$ cat src/hw/rtl/mavg_heat_pkg.sv
// Shared types and constants for the moving-average heater controller.
package mavg_heat_pkg;

    // Field widths fixed by the interface.
    localparam int TEMP_W  = 9;
    localparam int POWER_W = 7;
    localparam int CFG_W   = 8;
    localparam int APB_DW  = 32;
    localparam int APB_AW  = 3;

    // Reset values and limits.
    localparam logic signed [TEMP_W-1:0] RESET_TEMP     = 9'sd20;
    localparam logic [POWER_W-1:0]       POWER_MAX      = 7'd100;
    localparam logic [CFG_W-1:0]         SET_TEMP_RESET = 8'd25;
    localparam logic [CFG_W-1:0]         P_GAIN_RESET   = 8'd10;

    // Item action codes.
    typedef enum logic [0:0] {
        ACTION_SAMPLE = 1'b0,
        ACTION_UPDATE = 1'b1
    } action_t;

    // Configuration register indexes (byte address divided by four).
    typedef enum logic [0:0] {
        REG_SET_TEMP = 1'b0,
        REG_P_GAIN   = 1'b1
    } reg_idx_t;

endpackage

$ cat src/hw/rtl/mavg_heat_ram.sv
// Generic single-write, single-read RAM with a registered read port.
module mavg_heat_ram #(
    parameter int WIDTH = 9,
    parameter int DEPTH = 20
) (
    input  logic                     clk,
    input  logic                     wr_en,
    input  logic [$clog2(DEPTH)-1:0] wr_addr,
    input  logic [WIDTH-1:0]         wr_data,
    input  logic [$clog2(DEPTH)-1:0] rd_addr,
    output logic [WIDTH-1:0]         rd_data
);

    logic [WIDTH-1:0] mem_reg [DEPTH];
    logic [WIDTH-1:0] rd_data_reg;

    // Write port and registered read port.
    always_ff @(posedge clk)
    begin
        if (wr_en)
        begin
            mem_reg[wr_addr] <= wr_data;
        end
        rd_data_reg <= mem_reg[rd_addr];
    end

    assign rd_data = rd_data_reg;

endmodule

$ cat src/hw/rtl/mavg_heat_lane.sv
// One sensor lane: sample ring, running sum and window average.
module mavg_heat_lane #(
    parameter int WINDOW = 20
) (
    input  logic                                    clk,
    input  logic                                    rst_n,
    input  logic                                    sample_en,
    input  logic signed [mavg_heat_pkg::TEMP_W-1:0] sample,
    output logic signed [mavg_heat_pkg::TEMP_W-1:0] avg
);

    localparam int ADDR_W = $clog2(WINDOW);
    localparam int SUM_W  = mavg_heat_pkg::TEMP_W + ADDR_W;
    // Reciprocal constants: floor(a * RECIP >> SHIFT) equals floor(a / WINDOW)
    // for every magnitude below 2**SUM_W.
    localparam int SHIFT   = SUM_W + ADDR_W;
    localparam int RECIP_W = SUM_W + 2;
    localparam longint RECIP = ((64'd1 << SHIFT) + WINDOW - 1) / WINDOW;
    localparam int PROD_W  = SUM_W + RECIP_W;

    logic [ADDR_W-1:0]                        ptr_reg;
    logic [ADDR_W-1:0]                        ptr_inc;
    logic [ADDR_W-1:0]                        rd_addr;
    logic [WINDOW-1:0]                        valid_reg;
    logic signed [mavg_heat_pkg::TEMP_W-1:0]  ram_rd_data;
    logic signed [mavg_heat_pkg::TEMP_W-1:0]  old_sample;
    logic signed [SUM_W-1:0]                  sum_reg;
    logic signed [SUM_W-1:0]                  sum_next;
    logic [SUM_W-1:0]                         sum_mag;
    logic [PROD_W-1:0]                        quot_prod;
    logic [mavg_heat_pkg::TEMP_W-1:0]         quot_mag;
    logic signed [mavg_heat_pkg::TEMP_W-1:0]  avg_reg;
    logic signed [mavg_heat_pkg::TEMP_W-1:0]  avg_next;

    // Pointer advance with wrap over the whole window.
    assign ptr_inc = (ptr_reg == ADDR_W'(WINDOW - 1)) ? '0 : ptr_reg + 1'b1;

    // The read port always fetches the entry the next sample will replace.
    assign rd_addr = sample_en ? ptr_inc : ptr_reg;

    mavg_heat_ram #(
        .WIDTH (mavg_heat_pkg::TEMP_W),
        .DEPTH (WINDOW)
    ) u_ring (
        .clk     (clk),
        .wr_en   (sample_en),
        .wr_addr (ptr_reg),
        .wr_data (sample),
        .rd_addr (rd_addr),
        .rd_data (ram_rd_data)
    );

    // Entries never written read as the reset temperature.
    assign old_sample = valid_reg[ptr_reg] ? ram_rd_data : mavg_heat_pkg::RESET_TEMP;

    // Running sum update.
    assign sum_next = sum_reg + SUM_W'(sample) - SUM_W'(old_sample);

    // Division by the window, truncating toward zero, via sign and magnitude.
    assign sum_mag   = sum_next[SUM_W-1] ? SUM_W'(-sum_next) : SUM_W'(sum_next);
    assign quot_prod = PROD_W'(sum_mag) * PROD_W'(RECIP_W'(RECIP));
    assign quot_mag  = mavg_heat_pkg::TEMP_W'(quot_prod >> SHIFT);
    assign avg_next  = sum_next[SUM_W-1] ? -$signed(quot_mag) : $signed(quot_mag);

    // Ring control state, running sum and registered average.
    always_ff @(posedge clk or negedge rst_n)
    begin
        if (!rst_n)
        begin
            ptr_reg   <= '0;
            valid_reg <= '0;
            sum_reg   <= SUM_W'(20 * WINDOW);
            avg_reg   <= mavg_heat_pkg::RESET_TEMP;
        end
        else if (sample_en)
        begin
            ptr_reg            <= ptr_inc;
            valid_reg[ptr_reg] <= 1'b1;
            sum_reg            <= sum_next;
            avg_reg            <= avg_next;
        end
    end

    assign avg = avg_reg;

endmodule

$ cat src/hw/rtl/mavg_heat_ctrl.sv
// Merge stage: proportional power from the room average, clamped to 0..100.
module mavg_heat_ctrl (
    input  logic                                    clk,
    input  logic                                    rst_n,
    input  logic                                    update_en,
    input  logic signed [mavg_heat_pkg::TEMP_W-1:0] avg_room,
    input  logic [mavg_heat_pkg::CFG_W-1:0]         set_temp,
    input  logic [mavg_heat_pkg::CFG_W-1:0]         gain,
    output logic [mavg_heat_pkg::POWER_W-1:0]       power
);

    localparam int DIFF_W = mavg_heat_pkg::TEMP_W + 1;
    localparam int PROD_W = DIFF_W + mavg_heat_pkg::CFG_W + 1;

    logic signed [DIFF_W-1:0]           err;
    logic signed [PROD_W-1:0]           drive;
    logic [mavg_heat_pkg::POWER_W-1:0]  power_reg;
    logic [mavg_heat_pkg::POWER_W-1:0]  power_next;

    // Temperature error times gain.
    assign err   = $signed({2'b00, set_temp}) - $signed({avg_room[mavg_heat_pkg::TEMP_W-1],
                                                          avg_room});
    assign drive = PROD_W'(err) * $signed({{(PROD_W - mavg_heat_pkg::CFG_W){1'b0}}, gain});

    // Clamp to the drive range.
    always_comb
    begin
        if (drive < 0)
        begin
            power_next = '0;
        end
        else if (drive > $signed(PROD_W'(mavg_heat_pkg::POWER_MAX)))
        begin
            power_next = mavg_heat_pkg::POWER_MAX;
        end
        else
        begin
            power_next = drive[mavg_heat_pkg::POWER_W-1:0];
        end
    end

    // Drive level holds between updates.
    always_ff @(posedge clk or negedge rst_n)
    begin
        if (!rst_n)
        begin
            power_reg <= '0;
        end
        else if (update_en)
        begin
            power_reg <= power_next;
        end
    end

    assign power = power_reg;

endmodule

$ cat src/hw/rtl/moving_average_p_heater_controller.sv
// Top level of the moving-average proportional heater controller.
//
// The block takes one transaction per clock cycle unless out_ready stalls it;
// one result per transaction follows in the next cycle, held in the output register
// while the next transaction is taken in the same cycle the result is taken.
// Two lanes, exhaust and room, each keep a ring of WINDOW samples in a small
// RAM whose registered read port prefetches the entry the next sample will
// replace, a running sum, and a registered window average computed by a
// reciprocal multiply. A sample transaction (action 0) writes both rings and
// reports the new averages; an update transaction (action 1) recomputes power
// as (target temperature - room average) * p_gain clamped to 0..100. After
// reset every ring entry reads as 20 degrees without any clearing pass. The
// target temperature register (address 0) and p_gain (address 4) are written
// and read over the APB port and should be written only while the block is
// idle.
module moving_average_p_heater_controller #(
    parameter int WINDOW = 20
) (
    input  logic                                    clk,
    input  logic                                    rst_n,
    // Input channel.
    input  logic                                    in_valid,
    output logic                                    in_ready,
    input  logic                                    action,
    input  logic signed [mavg_heat_pkg::TEMP_W-1:0] exhaust_temp,
    input  logic signed [mavg_heat_pkg::TEMP_W-1:0] room_temp,
    // Output channel.
    output logic                                    out_valid,
    input  logic                                    out_ready,
    output logic signed [mavg_heat_pkg::TEMP_W-1:0] avg_exhaust,
    output logic signed [mavg_heat_pkg::TEMP_W-1:0] avg_room,
    output logic [mavg_heat_pkg::POWER_W-1:0]       power,
    // Configuration port.
    input  logic                                    psel,
    input  logic                                    penable,
    input  logic                                    pwrite,
    input  logic [mavg_heat_pkg::APB_AW-1:0]        paddr,
    input  logic [mavg_heat_pkg::APB_DW-1:0]        pwdata,
    output logic [mavg_heat_pkg::APB_DW-1:0]        prdata,
    output logic                                    pready
);

    logic                               in_accept;
    logic                               sample_en;
    logic                               update_en;
    logic                               out_valid_reg;
    logic                               cfg_wr;
    mavg_heat_pkg::reg_idx_t            cfg_idx;
    logic [mavg_heat_pkg::CFG_W-1:0]    set_temp_reg;
    logic [mavg_heat_pkg::CFG_W-1:0]    p_gain_reg;

    // Input handshake: take a transaction whenever the result slot frees.
    assign in_ready  = !out_valid_reg || out_ready;
    assign in_accept = in_valid && in_ready;
    assign sample_en = in_accept && (mavg_heat_pkg::action_t'(action) ==
                                     mavg_heat_pkg::ACTION_SAMPLE);
    assign update_en = in_accept && (mavg_heat_pkg::action_t'(action) ==
                                     mavg_heat_pkg::ACTION_UPDATE);

    // Exhaust and room lanes.
    mavg_heat_lane #(
        .WINDOW (WINDOW)
    ) u_lane_exhaust (
        .clk       (clk),
        .rst_n     (rst_n),
        .sample_en (sample_en),
        .sample    (exhaust_temp),
        .avg       (avg_exhaust)
    );

    mavg_heat_lane #(
        .WINDOW (WINDOW)
    ) u_lane_room (
        .clk       (clk),
        .rst_n     (rst_n),
        .sample_en (sample_en),
        .sample    (room_temp),
        .avg       (avg_room)
    );

    // Power computation from the room lane.
    mavg_heat_ctrl u_ctrl (
        .clk       (clk),
        .rst_n     (rst_n),
        .update_en (update_en),
        .avg_room  (avg_room),
        .set_temp  (set_temp_reg),
        .gain      (p_gain_reg),
        .power     (power)
    );

    // Result valid flag; the lane and power registers hold the result fields,
    // which change only when a transaction is accepted.
    always_ff @(posedge clk or negedge rst_n)
    begin
        if (!rst_n)
        begin
            out_valid_reg <= 1'b0;
        end
        else if (in_accept)
        begin
            out_valid_reg <= 1'b1;
        end
        else if (out_ready)
        begin
            out_valid_reg <= 1'b0;
        end
    end

    assign out_valid = out_valid_reg;

    // Configuration register writes.
    assign pready  = 1'b1;
    assign cfg_wr  = psel && penable && pwrite && pready;
    assign cfg_idx = mavg_heat_pkg::reg_idx_t'(paddr[2]);

    always_ff @(posedge clk or negedge rst_n)
    begin
        if (!rst_n)
        begin
            set_temp_reg <= mavg_heat_pkg::SET_TEMP_RESET;
            p_gain_reg   <= mavg_heat_pkg::P_GAIN_RESET;
        end
        else if (cfg_wr)
        begin
            unique case (cfg_idx)
                mavg_heat_pkg::REG_SET_TEMP: set_temp_reg <= pwdata[mavg_heat_pkg::CFG_W-1:0];
                mavg_heat_pkg::REG_P_GAIN:   p_gain_reg   <= pwdata[mavg_heat_pkg::CFG_W-1:0];
                default:                     set_temp_reg <= set_temp_reg;
            endcase
        end
    end

    // Configuration register reads.
    always_comb
    begin
        unique case (cfg_idx)
            mavg_heat_pkg::REG_SET_TEMP: prdata = mavg_heat_pkg::APB_DW'(set_temp_reg);
            mavg_heat_pkg::REG_P_GAIN:   prdata = mavg_heat_pkg::APB_DW'(p_gain_reg);
            default:                     prdata = '0;
        endcase
    end

endmodule
$ cat config.mk
export PLATFORM = sky130hd
export DESIGN_NAME = moving_average_p_heater_controller
export DESIGN_NICKNAME = d
export VERILOG_FILES = /design/src/hw/rtl/mavg_heat_pkg.sv /design/src/hw/rtl/mavg_heat_ram.sv /design/src/hw/rtl/mavg_heat_lane.sv /design/src/hw/rtl/mavg_heat_ctrl.sv /design/src/hw/rtl/moving_average_p_heater_controller.sv
export SDC_FILE = /design/constraint.sdc
export NUM_CORES = 1
export LEC_CHECK = 0
export ABC_CLOCK_PERIOD_IN_PS = 10700
export BUFFER_PORTS_ARGS = -buffer_cell sky130_fd_sc_hd__buf_2
export CORE_ASPECT_RATIO = 0.75
export CORE_UTILIZATION = 57
export CTS_BUF_LIST = sky130_fd_sc_hd__clkbuf_16
export CTS_CLUSTER_DIAMETER = 40
export CTS_CLUSTER_SIZE = 16
export DETAILED_ROUTE_END_ITERATION = 6
export HOLD_SLACK_MARGIN = 0.12
export PLACE_DENSITY = 0.88
export SLEW_MARGIN = 20
export SYNTH_ARGS = -nofsm -noshare
export SYNTH_HDL_FRONTEND = slang
export SYNTH_SLANG_ARGS = --single-unit
$ cat constraint.sdc
create_clock -name clk -period 10.7 [get_ports clk]
set_input_delay 1.07 -clock clk [delete_from_list [all_inputs] [get_ports clk]]
set_output_delay 1.07 -clock clk [all_outputs]
set_load 0.05 [all_outputs]
# Yosys cells after proc, flatten, opt, wreduce, memory -nomap -nowiden
# Memories as Yosys holds them, arrays and structs flattened. A register that Yosys moved wholly into a read port is not among the register bits.
# Cells that the tools add are included.
[word_totals]
ramBits = 360
memories = 2
word_cells = 77
regBits = 120
[op_classes]
muxes = 25
order_cmp = 6
n_eq_ne = 2
n_bitwise = 4
n_mul = 3
n_addsub = 11
reduce_logical = 12
[memory_table]
columns = ["memory", "depth", "word_bits", "read_ports", "rd_clocked_by_memory_dff", "write_ports", "line", "rtl"]
rows = [
  ["u_lane_exhaust.u_ring.mem_reg", 20, 9, 1, 1, 1, "mavg_heat_ram.sv:14", "logic [WIDTH-1:0] mem_reg [DEPTH];"],
  ["u_lane_room.u_ring.mem_reg", 20, 9, 1, 1, 1, "mavg_heat_ram.sv:14", ""],
]
[op_table]
columns = ["cell", "count"]
rows = [
  ["case mux 32 bit (2 select lines)", 1],
  ["multiplier 14 x 15 -> 28 bit, second input constant", 2],
  ["bitwise OR 20 bit", 2],
  ["2-to-1 mux 9 bit", 4],
  ["adder 14 x 9 -> 14 bit", 2],
  ["2-to-1 mux 14 bit", 2],
  ["negation 14 bit", 2],
  ["subtractor 14 x 9 -> 14 bit", 2],
  ["2-to-1 mux 5 bit", 4],
  ["> comparator 19 x 8 -> 1 bit, second input constant", 1],
  ["< comparator 19 x 1 -> 1 bit, second input constant", 1],
  ["multiplier 10 x 9 -> 19 bit", 1],
  ["negation 9 bit", 2],
  ["2-to-1 mux 7 bit", 2],
  ["< comparator 5 x 6 -> 1 bit, second input constant", 2],
  ["adder 5 x 1 -> 5 bit, second input constant", 2],
  ["binary-select mux 1 bit (select 5 bit)", 2],
  ["demux 1 bit (select 5 bit)", 2],
  ["== test 5 bit, second input constant", 2],
  ["greater-or-equal comparator 5 x 1 -> 1 bit, second input constant", 2],
  ["subtractor 9 x 9 -> 10 bit", 1],
  ["2-to-1 mux 1 bit", 8],
  ["logical AND 1 bit", 7],
  ["AND reduction 2 bit", 2],
  ["other kinds (4)", 5],
]

# Longest topological paths before layout
# Gate-level depths: netlist of run 1.
[depth]
depth_word = 9
ltp_mapped = 47
mapped_depth_nobuf = 46

# Cells and area by module
# From an unflattened synthesis of run 1, not the netlist that was laid out.
[unflattened]
hier_cells = 2930
hier_area_um2 = 34729.6
[by_module_without_submodules]
columns = ["module", "area_each_um2", "cells_per_inst", "instances"]
rows = [
  ["mavg_heat_ram", 7352.1, 369, 2],
  ["mavg_heat_lane (u_lane_room)", 7470.9, 812, 1],
  ["mavg_heat_lane (u_lane_exhaust)", 7339.5, 794, 1],
  ["mavg_heat_ctrl", 4234.1, 510, 1],
  ["moving_average_p_heater_controller", 980.9, 76, 1],
]

# Least setup slack after synthesis of run 1
# Ideal clock, no wire load.
[synth_timing]
kind = "register -> register"
startpoint = "register u_lane_exhaust.ptr_reg[0]"
endpoint = "register u_lane_exhaust.avg_reg (netlist bit u_lane_exhaust.avg[7])"
setup_ns = 0.125
n_path_buf = 1
t_arrival_ns = 11.241
path_stages_with_launch = 43
setup_slack_ns = -0.666
cell_sequence = "dfrtp_1 > clkbuf_1 > mux4_2 > mux4_2 > a22oi_1 > nor2b_1 > ha_1 > inv_1 > ha_1 > fa_1 > a21o_1 > a21oi_1 > o21bai_1 > a21oi_1 > o21bai_1 > a21oi_1 > o21ai_0 > a21oi_1 > (+7 left out) > fa_1 > fa_1 > inv_1 > fa_1 > inv_1 > fa_1 > inv_1 > ha_1 > nand4_1 > or4_1 > or2_2 > or3_1 > o21ai_1 > xor2_1 > nor3_1 > a31oi_1 > xnor2_1 > mux2_2"
[synth_via]
elab_chain_cells = 9
[synth_rtl]
columns = ["element", "line", "rtl"]
rows = [
  ["from (decl)", "mavg_heat_lane.sv:21", "logic [ADDR_W-1:0] ptr_reg;"],
  ["from (signal assigned)", "mavg_heat_lane.sv:77", "ptr_reg <= ptr_inc;"],
  ["binary-select mux 1 bit (select 5 bit) (*)", "mavg_heat_lane.sv:54", "assign old_sample = valid_reg[ptr_reg] ? ram_rd_data : mavg_heat_pkg::RESET_TEMP;"],
  ["2-to-1 mux 1 bit (implied by the code) (*)", "mavg_heat_lane.sv:54", ""],
  ["2-to-1 mux 9 bit (*)", "mavg_heat_lane.sv:54", ""],
  ["subtractor 14 x 9 -> 14 bit (*)", "mavg_heat_lane.sv:57", "assign sum_next = sum_reg + SUM_W'(sample) - SUM_W'(old_sample);"],
  ["negation 14 bit", "mavg_heat_lane.sv:60", "assign sum_mag = sum_next[SUM_W-1] ? SUM_W'(-sum_next) : SUM_W'(sum_next);"],
  ["2-to-1 mux 14 bit", "mavg_heat_lane.sv:60", ""],
  ["multiplier 14 x 15 -> 28 bit", "mavg_heat_lane.sv:61", "assign quot_prod = PROD_W'(sum_mag) * PROD_W'(RECIP_W'(RECIP));"],
  ["negation 9 bit", "mavg_heat_lane.sv:63", "assign avg_next = sum_next[SUM_W-1] ? -$signed(quot_mag) : $signed(quot_mag);"],
  ["2-to-1 mux 9 bit (*)", "mavg_heat_lane.sv:63", ""],
  ["to (signal assigned)", "mavg_heat_lane.sv:73", "avg_reg <= mavg_heat_pkg::RESET_TEMP;"],
  ["to (signal assigned)", "mavg_heat_lane.sv:80", "avg_reg <= avg_next;"],
  ["to (decl)", "mavg_heat_lane.sv:32", "logic signed [mavg_heat_pkg::TEMP_W-1:0] avg_reg;"],
]
# Mark *: on every way between the ends. The rest lies on a longest branch, timed or not. The select of a mux whose other input is x is not followed.
# A chain may end at the register's enable or synchronous reset.

# Worst setup path after layout of run 1
[layout_timing]
startpoint = "register u_lane_exhaust.ptr_reg[0]"
endpoint = "register u_lane_exhaust.avg_reg (netlist bit u_lane_exhaust.avg[6])"
# The elaborated chain is that of the path after synthesis.

==> results of run 1 <==
per-stage QoR:
step | hold slack [ns] | cell area (um2) | setup WS, ns
3_3_place_gp | 0.444 | 36000 | -0.471
5_1_grt | 0.467 | 39100 | -1.28
2_1_floorplan | 0.434 | 33500 | 0.0119
3_5_place_dp | 0.449 | 36000 | -0.627
4_1_cts | 0.444 | 38500 | -0.296
6_report | 0.404 | 39100 | -1.17
routing by layer:
metal  GRT usage  up-vias
met5           0        -
met2       0.475     1661
li1            -    10215
met3      0.0550      506
met1       0.368    11878
met4       0.104        0
worst max-delay path, delay by kind of cell (launching register included):
family                   cells  cell delay, ns
AO/OA/AOI/OAI                9            1.46
multiplexers                 2            1.04
buffers and inverters       10            1.15
adder cells (fa/ha/maj)     10            4.70
flip-flops                   1            0.46
XOR/XNOR                     4            0.89
AND/OR/NAND/NOR              9            2.02
repair_timing:
item | in CTS | in global routing
gates resized for setup | 108 | 93
gates cloned | 0 | 0
endpoints found under the setup margin | 16 | 17
pin swaps | 79 | 75
setup buffers | 27 | 19
final timing paths:
path / from / end / slack (ns) / cells after the start
setup / recovery: u_lane_exhaust.ptr_reg[0] / u_lane_exhaust.avg[6] / -1.17 / 44
hold / removal: rst_n / u_ctrl.power[2] / 0.40 / 1
setup reg to reg: u_lane_exhaust.ptr_reg[0] / u_lane_exhaust.avg[6] / -1.17 / 44
hold reg to reg: u_lane_room.valid_reg[7] / u_lane_room.valid_reg[7] / 0.46 / 1
max in group asynchronous: rst_n / u_lane_exhaust.ptr_reg[0] / 8.87 / 2
min in group clk: u_lane_room.valid_reg[7] / u_lane_room.valid_reg[7] / 0.46 / 1
cells by family after synthesis:
kind of cell    share of synthesized area
buf+inv                            0.0675
other cells                      0.000226
compound gates                     0.0616
mux                                0.0895
fa+ha+maj                           0.237
simple gates                       0.0883
xor+xnor                           0.0299
flops                               0.426
final cells by class:
cell class | instances | area, um2 | share of cell area
tap | 780 | 976 | 0.0249
sequential | 498 | 14200 | 0.363
clock inverter | 45 | 473 | 0.0121
multi-input combinational | 1788 | 18000 | 0.459
inverter | 466 | 1750 | 0.0448
timing repair buffer | 341 | 2430 | 0.0621
clock buffer | 53 | 1330 | 0.0339
layout by cell type (no fill, tap or decap), drive strengths merged, types with 18 or more instances in the layout:
master and instances:
xnor2 67, nand2 218, clkbuf 53, or2 50
a21oi 65, dfxtp 18, buf 341, o21ai 117
and2 44, nor2 94, fa 215, nand3 38
and3 31, conb 25, o211ai 18, nor2b 29
nor3 21, inv 490, mux4 47, dfrtp 105
xor2 42, mux2 33, a21o 35, nand2b 19
edfxtp 360, mux2i 155, ha 286
==> flow_summary.yaml, run 1 <==
outcome:
  outcome: "complete, but fails checks"
  violations: "DRC, setup timing"
synthesis:
  yosysSeqAreaShare: 0.426
  synth_flop_cell: "edfxtp_1"
  synth_cells: 2825
  synth-async-reset-ratio: 0.241
  synth_top_cells_by_count: "inv_1, edfxtp_1, ha_1"
  synth-warning-count: 0
  syn_area_mm2: 0.0333
  yosys.cell_count.top_type: "inv_1"
  syn_area_per_cell_um2: 11.8
  yosysUniqueCellTypes: 86
  synth.largest_area_cell: "edfxtp_1"
  yosys-top-cells-area: "edfxtp_1, fa_1, ha_1, dfrtp_1, inv_1"
  synth_top_area_frac: 0.325
  synth-edff-count: 360
  ys_seq_elements: 498
sta:
  fin_ws_ns: -1.17
  fin_crit_ns: 11.87
  rsz0062_at_grt: "true"
  setup_tns_ns: -9.34
  max_freq_ghz: 0.0843
  setup_violations: 15
  max-slew-margin-rel: 0.228
  post-route-period-util: 1.11
  worst_clock_skew_ns: 0.0358
  max_slew.worst_pin.slew_ns: 1.15
  final_hold_viol_count: 0
  drv_slew: 0
clock_tree:
  cts_sinks: 498
  clk_latency_ns: 0.63
  clockBufferDepth: 3
  cts_tree: "built"
  hold_buffers: 0
  cts_made_buffers: 53
  path_clk_slew_ns: 0.07
  ctsHtreeMaxLevel: 2
  cts_root_buffer: "clkbuf_16"
detailed_routing:
  drt_iter0_drc: 3139
  routed-wl-met2_um: 43300
  vias: 24260
  post_drt_wl_per_cell_um: 22.9
  firstDrtPassIters: 7
  drc: 1
  final_antenna_net_count: 0
  top_layer_used: "met4"
  viasPerCell: 6.11
  wl_met1_um: 33200
  finalWirelength_um: 91100
  dr_wl_met3_um: 9040
placed_design:
  place_inst: 3831
  gp_congestion: 0.905
  dpl.hpwl_um: 55200
  port_buffers: 69
floorplan:
  die_w_um: 281
  dieArea_mm2: 0.0594
  start_util: 0.579
  core_region_area_mm2: 0.0575
  top_level_ports: 121
  die_height_um: 211
  fp-row-count: 76
cells_and_area:
  fin_cells: 3971
  syn_to_final_growth_pct: 17.5
  finish.utilization: 0.680
  antennaDiodeCount: 0
  nets: 3710
  drive_above_1_share: 0.238
  layout.filler_cells: 3422
critical_path:
  cp_common_cell: "fa_1"
  crit_slowest_cell: "fa_1"
  path_class: "reg2reg"
  arrival_ns: 12.34
  critical_path.max_fanout: 5
  slowest_delay_ns: 0.61
  critPathLaunchType: "flop"
  crit_required_ns: 11.17
  endpoint_kind: "flop"
global_route:
  grt_overflow: 0
  antenna_found_initial: 0
  grt_first_pass_wirelength_um: 130000
  grt_max_degree: 84
  grt_pass1_vias: 24219
  grt_use_total: 0.284
min_path:
  hold_class: "in2async"
run:
  cap_violations: 0
Power of run 1 is not shown: default switching activity piles up to over one toggle a cycle in this logic, so the estimate is an artifact.
==> run 2, diff against run 1 <==
--- a/config.mk
+++ b/config.mk
@@ -7,6 +7,7 @@
 export LEC_CHECK = 0
 export ABC_CLOCK_PERIOD_IN_PS = 10700
 export BUFFER_PORTS_ARGS = -buffer_cell sky130_fd_sc_hd__buf_2
+export CAP_MARGIN = 20
 export CORE_ASPECT_RATIO = 0.75
 export CORE_UTILIZATION = 57
 export CTS_BUF_LIST = sky130_fd_sc_hd__clkbuf_16
@@ -15,7 +16,7 @@
 export DETAILED_ROUTE_END_ITERATION = 6
 export HOLD_SLACK_MARGIN = 0.12
 export PLACE_DENSITY = 0.88
-export SLEW_MARGIN = 20
+export SETUP_SLACK_MARGIN = 0.02
 export SYNTH_ARGS = -nofsm -noshare
 export SYNTH_HDL_FRONTEND = slang
 export SYNTH_SLANG_ARGS = --single-unit
==> run 2 against run 1 <==
  * The run still ends with DRC, setup timing left
  * Non-clock buffer count down 4
  * Wire length is 3.3% lower
  * Fmax rose by 3.7%
  * Flip-flop and latch count unchanged
  * Worst setup slack improved by 0.42 ns
  * First-iteration DRC count is 12% lower
  * Sequential share of layout area hardly changed
  * Hold slack improved by 0.031 ns
  * Register-to-register slack gained 0.42 ns
  * Critical path depth decreased by 3
  * Via count down 2.2%
  * Global-route usage fell by 0.28 points
==> flow_summary.yaml, run 2 (synthesized netlist as in run 1, its figures left out) <==
outcome:
  violations: "DRC, setup timing"
  outcome: "complete, but fails checks"
global_route:
  grt_pass1_vias: 24131
  grt_overflow: 0
  grt_first_pass_wirelength_um: 129000
  busiest_layer: "met2"
  grt_use_total: 0.281
  grt_max_degree: 66
  use_met3: 0.0498
  use_met2: 0.464
  use_met1: 0.369
  antenna_found_initial: 0
detailed_routing:
  firstDrtPassIters: 7
  final_antenna_net_count: 0
  post_drt_wl_per_cell_um: 22.2
  finalWirelength_um: 88100
  vias: 23734
  drt_iter0_drc: 2750
  drc: 1
  viasPerCell: 5.98
sta:
  worst_clock_skew_ns: 0.0372
  max_freq_ghz: 0.0873
  drv_slew: 0
  post-route-period-util: 1.07
  setup_violations: 13
  fin_crit_ns: 11.45
  final_hold_viol_count: 0
  setup_tns_ns: -5.27
  max_slew.worst_pin.slew_ns: 1.15
  fin_ws_ns: -0.749
  rsz0062_at_grt: "true"
  max-slew-margin-rel: 0.232
floorplan:
  die_w_um: 281
  top_level_ports: 121
  die_height_um: 211
  core_region_area_mm2: 0.0575
  dieArea_mm2: 0.0594
  start_util: 0.579
  fp-row-count: 76
cells_and_area:
  syn_to_final_growth_pct: 17.6
  multi_input_area_mm2: 0.0179
  nets: 3708
  drive_above_1_share: 0.233
  ff_latch_area_mm2: 0.0142
  layout.filler_cells: 3466
  mostFrequentLayoutCells: "inv_1, edfxtp_1, ha_1"
  final_common_cell: "inv_1"
critical_path:
  cp_common_cell: "buf_4"
  crit_required_ns: 11.17
  arrival_ns: 11.92
  crit_slowest_cell: "fa_2"
  endpoint_kind: "flop"
  worstRegToRegCells: 41
  slowest_delay_ns: 0.61
  critPathLaunchType: "flop"
  reg2reg_slack_ns: -0.75
  path_class: "reg2reg"
  critical_path.max_fanout: 5
placed_design:
  dpl.hpwl_um: 54100
  gp_congestion: 0.936
  port_buffers: 69
clock_tree:
  cts_made_buffers: 55
  ctsHtreeMaxLevel: 2
  path_clk_slew_ns: 0.07
  clk_latency_ns: 0.64
  cts_sinks: 498
  cts_tree: "built"
  cts_root_buffer: "clkbuf_16"
  clockBufferDepth: 3
min_path:
  hold_class: "in2async"
run:
  cap_violations: 0
## run 2: cell count changes in the layout (fill, tap and decap cells not counted), sizes merged
cell / previous run / this run
clkbuf: 53 / 57
clkinvlp: 1 / 3
inv: 490 / 496
buf: 341 / 336
clkinv: 17 / 10
diode: 0 / 1
## run 2: per-layer routing
layer  vias up  wire, um  part of all wire
met5         -         0                 0
met4         0      4650             0.053
met3       433      8370             0.095
met2      1448     42100              0.48
met1     11664     32900              0.37
li1      10189         -                 -
## run 2: cell type report
class,count,share of cell area
well taps,780,0.0249
clock inverters,46,0.0130
inverters,466,0.0448
multi-input cells,1788,0.457
flip-flops and latches,498,0.363
diodes,1,0.0000639
clock buffers,56,0.0358
repair buffers,337,0.0619
## run 2: through the flow
stage | instance area (um2) | util | cells | hold WS (ns) | worst slack (ns)
2_1_floorplan | 33500 | - | 2848 | 0.434 | 0.0208
3_3_place_gp | 35900 | 0.625 | 3817 | 0.443 | -0.394
4_1_cts | 38600 | 0.670 | 3948 | 0.428 | -0.267
5_1_grt | 39200 | 0.681 | 3971 | 0.467 | -0.966
6_report | 39200 | 0.681 | 3972 | 0.435 | -0.749
3_5_place_dp | 36000 | 0.625 | 3820 | 0.450 | -0.604
## run 2: path summary, 6_finish.rpt
check | startpoint | endpoint
setup reg to reg | u_lane_exhaust.ptr_reg[0] | u_lane_exhaust.avg[6]
max in group asynchronous | rst_n | u_lane_exhaust.ptr_reg[0]
min in group clk | u_lane_room.valid_reg[5] | u_lane_room.valid_reg[5]
setup / recovery | u_lane_exhaust.ptr_reg[0] | u_lane_exhaust.avg[6]
hold / removal | rst_n | u_ctrl.power[1]
hold reg to reg | u_lane_room.valid_reg[5] | u_lane_room.valid_reg[5]
## run 2: timing repair
action,4_1_cts,5_1_grt
hold buffers,0,0
setup buffers,26,20
resized for setup,102,83
setup endpoints to repair,16,17
pin swaps,70,69
## run 2: worst max-delay path, delay by kind of cell, from the launching register on
family          cells  cell delay, ns
compound gates      6            1.25
mux                 2            1.02
simple gates        8            2.30
xor+xnor            3            0.45
fa+ha+maj           9            4.14
buf+inv            13            1.63
flops               1            0.45
Power of run 2 is left out for the same reason.
